===== config.mk =====
export PLATFORM = sky130hd
export DESIGN_NAME = adaptive_level_normalizer_core
export DESIGN_NICKNAME = d
export VERILOG_FILES = /design/src/hw/rtl/alnorm_pkg.sv /design/src/hw/rtl/alnorm_regs.sv /design/src/hw/rtl/alnorm_div.sv /design/src/hw/rtl/adaptive_level_normalizer_core.sv
export VERILOG_INCLUDE_DIRS = /design/src /design/src/hw/rtl
export SDC_FILE = /design/constraint.sdc
export NUM_CORES = 1
export LEC_CHECK = 0
export CAP_MARGIN = 20
export CORE_UTILIZATION = 55
export CTS_CLUSTER_SIZE = 40
export DETAILED_ROUTE_END_ITERATION = 6
export DONT_BUFFER_PORTS = 1
export PLACE_DENSITY = 0.75
export SYNTH_ARGS = -nofsm -noshare
export SYNTH_HDL_FRONTEND = slang
export SYNTH_SLANG_ARGS = --single-unit
export TNS_END_PERCENT = 30

===== constraint.sdc =====
create_clock -name i_clk -period 18.14 [get_ports i_clk]
set_input_delay 5.442 -clock i_clk [delete_from_list [all_inputs] [get_ports i_clk]]
set_output_delay 5.442 -clock i_clk [all_outputs]
set_load 0.05 [all_outputs]

===== src/hw/rtl/adaptive_level_normalizer_core_assert.svh =====
// Assertion macros for the adaptive level normalizer
`ifndef ADAPTIVE_LEVEL_NORMALIZER_CORE_ASSERT_SVH
`define ADAPTIVE_LEVEL_NORMALIZER_CORE_ASSERT_SVH

// same-cycle implication
`define ALN_ASSERT_IMP(lbl, clk, rst_n, ante, cons) \
    lbl: assert property (@(posedge clk) disable iff (!(rst_n)) (ante) |-> (cons)) \
        else $error("assertion failed");

// next-cycle implication
`define ALN_ASSERT_NXT(lbl, clk, rst_n, ante, cons) \
    lbl: assert property (@(posedge clk) disable iff (!(rst_n)) (ante) |=> (cons)) \
        else $error("assertion failed");

`endif


===== src/hw/rtl/alnorm_pkg.sv =====
// Shared types and constants of the adaptive level normalizer
package alnorm_pkg;

    localparam int LEVEL_W     = 16;
    localparam int TIME_W      = 32;
    localparam int INTERVAL_W  = 16;
    localparam int ALPHA_W     = 9;
    localparam int BYTE_W      = 8;
    localparam int OUT_W       = 16;
    localparam int Q15_SHIFT   = 7;
    localparam int DIVIDEND_W  = LEVEL_W + Q15_SHIFT;
    localparam int DIV_CNT_W   = $clog2(DIVIDEND_W);
    localparam int APB_ADDR_W  = 3;
    localparam int APB_DATA_W  = 32;

    localparam logic [INTERVAL_W-1:0] INTERVAL_RST  = INTERVAL_W'(1000);
    localparam logic [ALPHA_W-1:0]    ALPHA_RST     = ALPHA_W'(90);
    localparam logic [ALPHA_W-1:0]    ALPHA_ONE     = ALPHA_W'(256);
    localparam logic [BYTE_W-1:0]     WIN_MIN_START = BYTE_W'(200);
    localparam logic [BYTE_W-1:0]     AVG_MAX_START = BYTE_W'(80);
    localparam logic [BYTE_W-1:0]     AVG_MIN_START = BYTE_W'(40);
    localparam logic [OUT_W-1:0]      Q15_ONE       = OUT_W'(32768);

    localparam logic REG_INTERVAL = 1'b0;
    localparam logic REG_ALPHA    = 1'b1;

    typedef struct packed {
        logic [INTERVAL_W-1:0] interval;
        logic [ALPHA_W-1:0]    alpha;
    } t_cfg;

    typedef struct packed {
        logic start;
    } t_div_ctl;

    typedef struct packed {
        logic busy;
        logic done;
    } t_div_stat;

endpackage


===== src/hw/rtl/alnorm_regs.sv =====
// APB configuration registers of the adaptive level normalizer
module alnorm_regs (
    input  logic                              i_clk,
    input  logic                              i_rst_n,
    input  logic                              psel,
    input  logic                              penable,
    input  logic                              pwrite,
    input  logic [alnorm_pkg::APB_ADDR_W-1:0] paddr,
    input  logic [alnorm_pkg::APB_DATA_W-1:0] pwdata,
    output logic [alnorm_pkg::APB_DATA_W-1:0] prdata,
    output logic                              pready,
    output alnorm_pkg::t_cfg                  o_cfg
);
    import alnorm_pkg::*;

    logic [INTERVAL_W-1:0] r_interval;
    logic [ALPHA_W-1:0]    r_alpha;
    logic                  wr_en;

    assign pready = 1'b1;
    assign wr_en  = psel & penable & pwrite & pready;

    always_ff @(posedge i_clk) begin
        if (!i_rst_n) begin
            r_interval <= INTERVAL_RST;
            r_alpha    <= ALPHA_RST;
        end else if (wr_en) begin
            case (paddr[APB_ADDR_W-1])
                REG_INTERVAL: r_interval <= pwdata[INTERVAL_W-1:0];
                REG_ALPHA:    r_alpha    <= pwdata[ALPHA_W-1:0];
                default: ;
            endcase
        end
    end

    always_comb begin
        case (paddr[APB_ADDR_W-1])
            REG_INTERVAL: prdata = APB_DATA_W'(r_interval);
            REG_ALPHA:    prdata = APB_DATA_W'(r_alpha);
            default:      prdata = '0;
        endcase
    end

    assign o_cfg.interval = r_interval;
    assign o_cfg.alpha    = r_alpha;

endmodule


===== src/hw/rtl/alnorm_div.sv =====
// Restoring serial divider, one quotient bit per cycle
`include "adaptive_level_normalizer_core_assert.svh"
module alnorm_div (
    input  logic                              i_clk,
    input  logic                              i_rst_n,
    input  alnorm_pkg::t_div_ctl              i_ctl,
    input  logic [alnorm_pkg::DIVIDEND_W-1:0] i_dividend,
    input  logic [alnorm_pkg::BYTE_W-1:0]     i_divisor,
    output alnorm_pkg::t_div_stat             o_stat,
    output logic [alnorm_pkg::DIVIDEND_W-1:0] o_quotient
);
    import alnorm_pkg::*;

    logic                  r_busy;
    logic                  r_done;
    logic [DIV_CNT_W-1:0]  r_cnt;
    logic [DIVIDEND_W-1:0] r_quo;
    logic [BYTE_W-1:0]     r_rem;
    logic [BYTE_W-1:0]     r_den;
    logic [BYTE_W:0]       rem_sh;
    logic [BYTE_W:0]       rem_sub;
    logic                  q_bit;
    logic [BYTE_W-1:0]     n_rem;

    assign rem_sh  = {r_rem, r_quo[DIVIDEND_W-1]};
    assign rem_sub = rem_sh - {1'b0, r_den};
    assign q_bit   = (rem_sh >= {1'b0, r_den});
    assign n_rem   = q_bit ? rem_sub[BYTE_W-1:0] : rem_sh[BYTE_W-1:0];

    always_ff @(posedge i_clk) begin
        if (!i_rst_n) begin
            r_busy <= 1'b0;
            r_done <= 1'b0;
            r_cnt  <= '0;
        end else begin
            r_done <= 1'b0;
            if (i_ctl.start) begin
                r_busy <= 1'b1;
                r_cnt  <= DIV_CNT_W'(DIVIDEND_W - 1);
            end else if (r_busy) begin
                if (r_cnt == '0) begin
                    r_busy <= 1'b0;
                    r_done <= 1'b1;
                end else begin
                    r_cnt <= r_cnt - 1'b1;
                end
            end
        end
    end

    always_ff @(posedge i_clk) begin
        if (i_ctl.start) begin
            r_quo <= i_dividend;
            r_rem <= '0;
            r_den <= i_divisor;
        end else if (r_busy) begin
            r_quo <= {r_quo[DIVIDEND_W-2:0], q_bit};
            r_rem <= n_rem;
        end
    end

    assign o_stat.busy = r_busy;
    assign o_stat.done = r_done;
    assign o_quotient  = r_quo;

    `ALN_ASSERT_NXT(a_start_busy, i_clk, i_rst_n, i_ctl.start, r_busy)
    `ALN_ASSERT_IMP(a_done_idle, i_clk, i_rst_n, r_done, !r_busy)
    `ALN_ASSERT_IMP(a_den_nonzero, i_clk, i_rst_n, i_ctl.start, i_divisor != '0)

endmodule


===== src/hw/rtl/adaptive_level_normalizer_core.sv =====
// Top level of the adaptive level normalizer: sequencer, averaging and output register
//
//  channel   direction  handshake           payload
//  input     in         i_valid / o_ready   i_level_db, i_time_now
//  result    out        o_valid / i_ready   o_intensity
//  config    in         psel/penable/pready paddr, pwdata, prdata
//
// When the averaged extremes update, an item passes S_BLEND_MAX and S_BLEND_MIN before
// S_PREP and the 23-step serial divider; with no positive span the divider is skipped.
// A new item is taken only while the sequencer is idle.
// The result register holds a finished result while the output stalls; the sequencer
// waits for it to drain before loading the next one.
// Reset is synchronous and active low; configuration comes up at its defaults.
`include "adaptive_level_normalizer_core_assert.svh"
module adaptive_level_normalizer_core (
    input  logic                              i_clk,
    input  logic                              i_rst_n,
    input  logic                              i_valid,
    output logic                              o_ready,
    input  logic [alnorm_pkg::LEVEL_W-1:0]    i_level_db,
    input  logic [alnorm_pkg::TIME_W-1:0]     i_time_now,
    output logic                              o_valid,
    input  logic                              i_ready,
    output logic [alnorm_pkg::OUT_W-1:0]      o_intensity,
    input  logic                              psel,
    input  logic                              penable,
    input  logic                              pwrite,
    input  logic [alnorm_pkg::APB_ADDR_W-1:0] paddr,
    input  logic [alnorm_pkg::APB_DATA_W-1:0] pwdata,
    output logic [alnorm_pkg::APB_DATA_W-1:0] prdata,
    output logic                              pready
);
    import alnorm_pkg::*;

    typedef enum logic [5:0] {
        S_IDLE      = 6'b000001,
        S_CHECK     = 6'b000010,
        S_BLEND_MAX = 6'b000100,
        S_BLEND_MIN = 6'b001000,
        S_PREP      = 6'b010000,
        S_DIV       = 6'b100000
    } t_state;

    localparam int PROD_W = 2 * (BYTE_W + 2) + 1;

    t_cfg                  cfg;
    t_div_ctl              div_ctl;
    t_div_stat             div_stat;
    logic [DIVIDEND_W-1:0] quotient;

    t_state                r_state;
    logic [LEVEL_W-1:0]    r_level;
    logic [TIME_W-1:0]     r_time;
    logic [TIME_W-1:0]     r_last;
    logic [BYTE_W-1:0]     r_win_max;
    logic [BYTE_W-1:0]     r_win_min;
    logic [BYTE_W-1:0]     r_tgt_max;
    logic [BYTE_W-1:0]     r_tgt_min;
    logic [BYTE_W-1:0]     r_avg_max;
    logic [BYTE_W-1:0]     r_avg_min;
    logic [OUT_W-1:0]      r_result;
    logic                  r_pending;
    logic                  r_out_valid;
    logic [OUT_W-1:0]      r_intensity;

    logic [BYTE_W-1:0]     whole;
    logic [BYTE_W-1:0]     n_win_max;
    logic [BYTE_W-1:0]     n_win_min;
    logic [TIME_W-1:0]     deadline;
    logic                  update;
    logic [ALPHA_W-1:0]    alpha_sat;
    logic [BYTE_W-1:0]     mul_tgt;
    logic [BYTE_W-1:0]     mul_prev;
    logic signed [BYTE_W+1:0] mul_diff;
    logic signed [PROD_W-1:0] mul_prod;
    logic signed [PROD_W-1:0] blend_sum;
    logic [BYTE_W-1:0]     n_blend;
    logic [LEVEL_W-1:0]    floor_q88;
    logic [LEVEL_W-1:0]    num;
    logic [BYTE_W-1:0]     den;
    logic [OUT_W-1:0]      quo_clamped;
    logic                  load_out;

    alnorm_regs u_regs (
        .i_clk   (i_clk),
        .i_rst_n (i_rst_n),
        .psel    (psel),
        .penable (penable),
        .pwrite  (pwrite),
        .paddr   (paddr),
        .pwdata  (pwdata),
        .prdata  (prdata),
        .pready  (pready),
        .o_cfg   (cfg)
    );

    alnorm_div u_div (
        .i_clk      (i_clk),
        .i_rst_n    (i_rst_n),
        .i_ctl      (div_ctl),
        .i_dividend ({num, Q15_SHIFT'(0)}),
        .i_divisor  (den),
        .o_stat     (div_stat),
        .o_quotient (quotient)
    );

    assign o_ready = (r_state == S_IDLE) && !r_pending;

    assign whole     = r_level[LEVEL_W-1 -: BYTE_W];
    assign n_win_max = (whole > r_win_max) ? whole : r_win_max;
    assign n_win_min = (whole < r_win_min) ? whole : r_win_min;
    assign deadline  = r_last + TIME_W'(cfg.interval);
    assign update    = (r_time > deadline);

    assign alpha_sat = (cfg.alpha > ALPHA_ONE) ? ALPHA_ONE : cfg.alpha;

    // prev + (a * (target - prev)) >>> 8, one multiplier shared by both extremes
    assign mul_tgt   = (r_state == S_BLEND_MAX) ? r_tgt_max : r_tgt_min;
    assign mul_prev  = (r_state == S_BLEND_MAX) ? r_avg_max : r_avg_min;
    assign mul_diff  = $signed({2'b00, mul_tgt}) - $signed({2'b00, mul_prev});
    assign mul_prod  = PROD_W'($signed({1'b0, alpha_sat}) * mul_diff);
    assign blend_sum = $signed(PROD_W'(mul_prev)) + (mul_prod >>> BYTE_W);
    assign n_blend   = blend_sum[BYTE_W-1:0];

    assign floor_q88 = {r_avg_min, BYTE_W'(0)};
    assign num       = (r_level > floor_q88) ? (r_level - floor_q88) : '0;
    assign den       = r_avg_max - r_avg_min;

    assign div_ctl.start = (r_state == S_PREP) && (r_avg_max > r_avg_min);

    assign quo_clamped = (quotient > DIVIDEND_W'(Q15_ONE)) ? Q15_ONE : quotient[OUT_W-1:0];

    assign load_out = r_pending && (!r_out_valid || i_ready);

    always_ff @(posedge i_clk) begin
        if (!i_rst_n) begin
            r_state     <= S_IDLE;
            r_last      <= '0;
            r_win_max   <= '0;
            r_win_min   <= WIN_MIN_START;
            r_avg_max   <= AVG_MAX_START;
            r_avg_min   <= AVG_MIN_START;
            r_pending   <= 1'b0;
            r_out_valid <= 1'b0;
        end else begin
            if (load_out) begin
                r_out_valid <= 1'b1;
                r_pending   <= 1'b0;
            end else if (i_ready) begin
                r_out_valid <= 1'b0;
            end
            case (r_state)
                S_IDLE: begin
                    if (i_valid && o_ready) begin
                        r_state <= S_CHECK;
                    end
                end
                S_CHECK: begin
                    if (update) begin
                        r_last    <= r_time;
                        r_win_max <= '0;
                        r_win_min <= WIN_MIN_START;
                        r_state   <= S_BLEND_MAX;
                    end else begin
                        r_win_max <= n_win_max;
                        r_win_min <= n_win_min;
                        r_state   <= S_PREP;
                    end
                end
                S_BLEND_MAX: begin
                    r_avg_max <= n_blend;
                    r_state   <= S_BLEND_MIN;
                end
                S_BLEND_MIN: begin
                    r_avg_min <= n_blend;
                    r_state   <= S_PREP;
                end
                S_PREP: begin
                    if (r_avg_max > r_avg_min) begin
                        r_state <= S_DIV;
                    end else begin
                        r_pending <= 1'b1;
                        r_state   <= S_IDLE;
                    end
                end
                S_DIV: begin
                    if (div_stat.done) begin
                        r_pending <= 1'b1;
                        r_state   <= S_IDLE;
                    end
                end
                default: r_state <= S_IDLE;
            endcase
        end
    end

    always_ff @(posedge i_clk) begin
        if (i_valid && o_ready) begin
            r_level <= i_level_db;
            r_time  <= i_time_now;
        end
        if (r_state == S_CHECK) begin
            r_tgt_max <= n_win_max;
            r_tgt_min <= n_win_min;
        end
        if (r_state == S_PREP) begin
            r_result <= (num != '0) ? Q15_ONE : '0;
        end else if (r_state == S_DIV && div_stat.done) begin
            r_result <= quo_clamped;
        end
        if (load_out) begin
            r_intensity <= r_result;
        end
    end

    assign o_valid     = r_out_valid;
    assign o_intensity = r_intensity;

    `ALN_ASSERT_IMP(a_out_range, i_clk, i_rst_n, o_valid, o_intensity <= Q15_ONE)
    `ALN_ASSERT_NXT(a_accept_check, i_clk, i_rst_n, i_valid && o_ready, r_state == S_CHECK)
    `ALN_ASSERT_IMP(a_div_active, i_clk, i_rst_n, r_state == S_DIV,
        div_stat.busy || div_stat.done)

endmodule


After elaboration in Yosys (flattened, before gate mapping):

Cells that the tools add are included.

* bits in registers: 239
* input bits: 90
* word-level logic and storage cells: 110

* add/subtract/negate cells: 7
* $mul: 1
* order comparisons: 8
* eq/ne operators: 9
* mux-type cells: 34
* bitwise operators: 6
* reduce and logical (&&, ||, !) cells: 21

Operators by type and width (number)
* 16-bit two-way mux: 5
* 32-bit case mux with 2 select lines: 1
* 8-bit two-way mux: 7
* 23-bit two-way mux: 2
* 6-bit case mux with 6 select lines: 1
* 32-bit by 16-bit adder with 32-bit output: 1
* 32-bit greater-than comparator: 1
* 23-bit by 16-bit greater-than comparator with 1-bit output (second input constant): 1
* 5-bit two-way mux: 4
* 6-bit two-way mux: 3
* 16-bit greater-than comparator: 1
* 8-bit greater-than comparator: 2
* 10-bit by 9-bit multiplier with 16-bit output: 1
* 16-bit nonzero test: 1
* 16-bit subtractor: 1
* 8-bit subtractor: 2
* 2-bit AND reduction: 6
* 9-bit by 8-bit >= comparator with 1-bit output: 1
* 9-bit greater-than comparator (second input constant): 1
* 1-bit two-way mux: 9
* 9-bit two-way mux: 1
* 8-bit by 8-bit subtractor with 9-bit output: 1
* 8-bit adder: 1
* 8-bit less-than comparator: 1
* 19 further kinds: 31

Longest topological paths before layout:

* word-level depth: 6
* gate-level depth with buffers: 38
* gate-level depth less buffers: 35

By module:

From an unflattened synthesis, not the netlist that was laid out.

* cell total of the unflattened synthesis: 1562
* area, all modules: 15713.8 µm²

By module, submodules not included
* adaptive_level_normalizer_core: instances 1, cells an instance 1216, area each 12032.8 µm², sequential area each 4324.1 µm²
* alnorm_div: instances 1, cells an instance 202, area each 2334.7 µm², sequential area each 1231.2 µm²
* alnorm_regs: instances 1, cells an instance 144, area each 1346.3 µm², sequential area each 500.5 µm²

Worst setup path before layout:

OpenSTA, ideal clock, no wires.

* path kind: input-to-output
* from: input paddr[2] in the netlist's numbering
* to: output prdata[10] in the netlist's numbering
* arrival: 6594 ps
* path slack: 6104 ps
* cell stages on the path: 3
* buffers on the path: 2
* cell sequence: clkbuf_1 > buf_1 > nor2b_1

* word-level cells in the longest chain between the ends: 2

Ends and longest elaborated chain
* start: declaration: RTL line adaptive_level_normalizer_core.sv:28 `input logic [alnorm_pkg::APB_ADDR_W-1:0] paddr,`
* 1-bit inverter: RTL line alnorm_regs.sv:37 `case (paddr[APB_ADDR_W-1])`
* 32-bit case mux with 2 select lines *: RTL line alnorm_regs.sv:37
* end: declaration: RTL line adaptive_level_normalizer_core.sv:30 `output logic [alnorm_pkg::APB_DATA_W-1:0] prdata,`

Every way passes the cells marked *; elsewhere a longest branch is shown, timed or not. The select of a mux whose other input is x is not followed.

Worst setup path in the final report:

* from: input paddr[2] in the netlist's numbering
* to: output prdata[11] in the netlist's numbering

Same word-level chain as after synthesis.

==> impl_metrics.tcl <==
set metrics [dict create \
    hold_viol_final 0 \
    hold_buffers 0 \
    async_reset_ff_frac 0 \
    crit_path_end_kind "output pin" \
    worstPathArrival_ns 6.16 \
    crit_slowest_cell "nor2b_1" \
    maxCapViolations 0 \
    antennaDiodeCount 0 \
    cts_setup_buffers 0 \
    yosysUniqueCellTypes 80 \
    rr_worst_depth 33 \
    area_growth_pct 7.44 \
    synthesis.instances 1647 \
    finalCritPeriodShare 0.639 \
    cts.path.max_buffers 3 \
    clkSinkCount 239 \
    max_slew.worst_pin.slew_ns 1.13 \
    drc 0 \
    path_depth 1 \
    dp_hpwl_um 24500 \
    rsz0062_at_grt "false" \
    cts-root-buf "clkbuf_16" \
    dp_cells 1975 \
    multi_input_area_um2 8900 \
    clock.fmax_mhz 86.2 \
    die_h_um 171 \
    synth-seq-cells 239 \
    vias_per_cell 5.70 \
    vias 11600 \
    ys.flop_type "edfxtp_1" \
    row_count 61 \
    fin_skew_ns 0.0180 \
    h-tree-depth 1 \
    grt_overflow 0 \
    final.setup.tns_ns 0 \
    path_class "in -> out" \
    stdcell_area_um2 16900 \
    antenna_found_initial 0 \
    power_density_nw_per_um2 108 \
    hold_path_class "reg -> reg" \
    cts_buffers 27 \
    initial_core_util 0.562 \
    track_usage 0.226 \
    nNetsFinal 1910 \
    cts_resized 0 \
    port_buffers 0 \
    seq_area_frac_synth 0.381 \
    avgSynthCellArea_um2 9.53 \
    grt_max_degree 92 \
    slew_headroom 0.247 \
    yosys_warnings 0 \
    fillers 2365 \
    wl_per_cell_um 16.2 \
    fin_crit_ns 11.60 \
    report.final.slew_viol_count 0 \
    core_um2 27900 \
    clkLatencyLatePin_ns 0.54 \
    cp-start-kind "primary input" \
    synth-edff-count 120 \
    ir_drop_uv 84.1 \
    drtAntennaViolNets 0 \
    crit_chain "nor2b_1" \
    whs_path_depth 0 \
    grt_pass1_wl_um 53400 \
    max_stage_delay_ns 0.71 \
    fin_cells 2026 \
    firstDrtPassIters 5 \
    critical-path-top-delay-family "simple AND/OR/NAND/NOR gates" \
    die_w_um 171 \
    worstPathRequired_ns 12.70 \
    routed_wl_um 32800 \
    clkTransAtPathRegs_ns 0.06 \
    place_area_um2 15900 \
    synth_area_um2 15700 \
    die_area_um2 29200 \
    outcome "completed" \
    seqCellArea_um2 5990 \
    critical_path_buf_inv_count 0 \
    routabilityCongestion 0.871 \
    finalSetupViolCount 0 \
    cp_max_fo 19 \
    power.leakage_nw 7.07 \
    cts_tree "done" \
    layout-drive-gt1-share 0.0516 \
    drtIter0Drc 781 \
    grt_pass1_vias 11200 \
    ios 141 \
]
[through the flow]
| step | util | worst slack, ns | power, mW | hold slack (ns) |
|---|---|---|---|---|
| floorplan | - | 6.10 | 1.15 | 0.400 |
| global placement | 0.571 | 6.55 | 1.25 | 0.401 |
| detailed placement | 0.571 | 6.55 | 1.27 | 0.405 |
| CTS | 0.604 | 6.54 | 1.83 | 0.419 |
| global route | 0.604 | 6.52 | 1.94 | 0.422 |
| finish | 0.604 | 6.54 | 1.83 | 0.417 |
[state kept, by name, indices dropped and copies added, names as in the netlist]
| register | count |
|---|---|
| r_last | 32 |
| r_time | 32 |
| u_div.o_quotient | 23 |
| o_intensity | 16 |
| r_level | 16 |
| r_result | 16 |
| u_regs.r_interval | 16 |
| u_regs.r_alpha | 9 |
| r_avg_max | 8 |
| r_avg_min | 8 |
| r_tgt_max | 8 |
| r_tgt_min | 8 |
| r_win_max | 8 |
| r_win_min | 8 |
| u_div.r_den | 8 |
| u_div.r_rem | 8 |
| r_state | 6 |
| u_div.r_cnt | 5 |
| o_valid | 1 |
| r_pending | 1 |
| u_div.r_busy | 1 |
| u_div.r_done | 1 |
[power by group]
group	internal (mW)	total, mW	switching, mW	leakage [nW]
Sequential	0.600	0.625	0.0247	2.10
Combinational	0.265	0.648	0.382	4.53
Clock	0.334	0.554	0.220	0.440
[final cells by class]
type / instances / share of cell area
Timing Repair Buffer: 9 / 0.00401
Sequential cell: 239 / 0.355
Clock buffer: 30 / 0.0413
Multi-Input combinational cell: 1210 / 0.528
Inverter: 140 / 0.0312
Tap cell: 378 / 0.0280
Clock inverter: 20 / 0.0126
[path summary, 6_finish.rpt]
path	startpoint	endpoint	slack [ns]
setup reg to reg	r_state[4]	r_avg_min[7]	8.21
hold reg to reg	r_result[14]	o_intensity[14]	0.42
hold / removal	r_result[14]	o_intensity[14]	0.42
setup / recovery	paddr[2]	prdata[11]	6.54
[cells by family after synthesis]
kind of cell	Yosys count	share of synthesized area
AND/OR/NAND/NOR	581	0.178
other	2	0.000478
flip-flops	239	0.381
multiplexers	69	0.0450
buffers and inverters	213	0.0559
adder cells (fa/ha/maj)	195	0.181
XOR/XNOR	75	0.0430
AO/OA/AOI/OAI	273	0.115
[layout by cell type (no fill, tap or decap), drive strengths merged, types with 10 or more instances in the layout]
master  count
a21o       33
nor4       10
xor2       31
clkbuf     30
o22ai      14
edfxtp    120
ha        138
nor3       22
and3       11
nor3b      13
nand3      39
conb       17
a211oi     14
clkinv     13
dfxtp     119
nand4      27
nand2     232
xnor2      44
mux2       12
o21ai      53
inv       140
fa         55
a21oi      71
nand2b     21
and2       20
mux2i      57
nor2      115
nor2b      34
[layer usage]
metal  wire length, um  track usage
met1             14100        0.280
met2             16300        0.404
met3              1590       0.0331
met4               826       0.0672
met5                 0            0
[synth_stat cells (9+ instances only)]
cell type	number	area (um^2)
nand2_1	232	871
ha_1	138	1730
inv_1	138	518
edfxtp_1	120	3600
dfxtp_1	119	2380
nor2_1	115	432
a21oi_1	71	355
mux2i_1	57	571
fa_1	55	1100
o21ai_0	52	260
clkbuf_1	45	169
xnor2_1	43	377
nand3_1	39	195
nor2b_1	34	213
a21o_1	33	248
xor2_1	31	272
nand4_1	27	169
nor3_1	22	110
nand2b_1	21	131
and2_1	20	125
buf_4	17	128
o22ai_1	14	87.6
a211oi_1	13	97.6
nor3b_1	13	97.6
mux2_2	12	135
and3_1	11	68.8
nor4_1	10	62.6
o21a_1	9	67.6
o21bai_1	9	67.6
or3_1	9	56.3
Power figures use the tool's default switching activity.
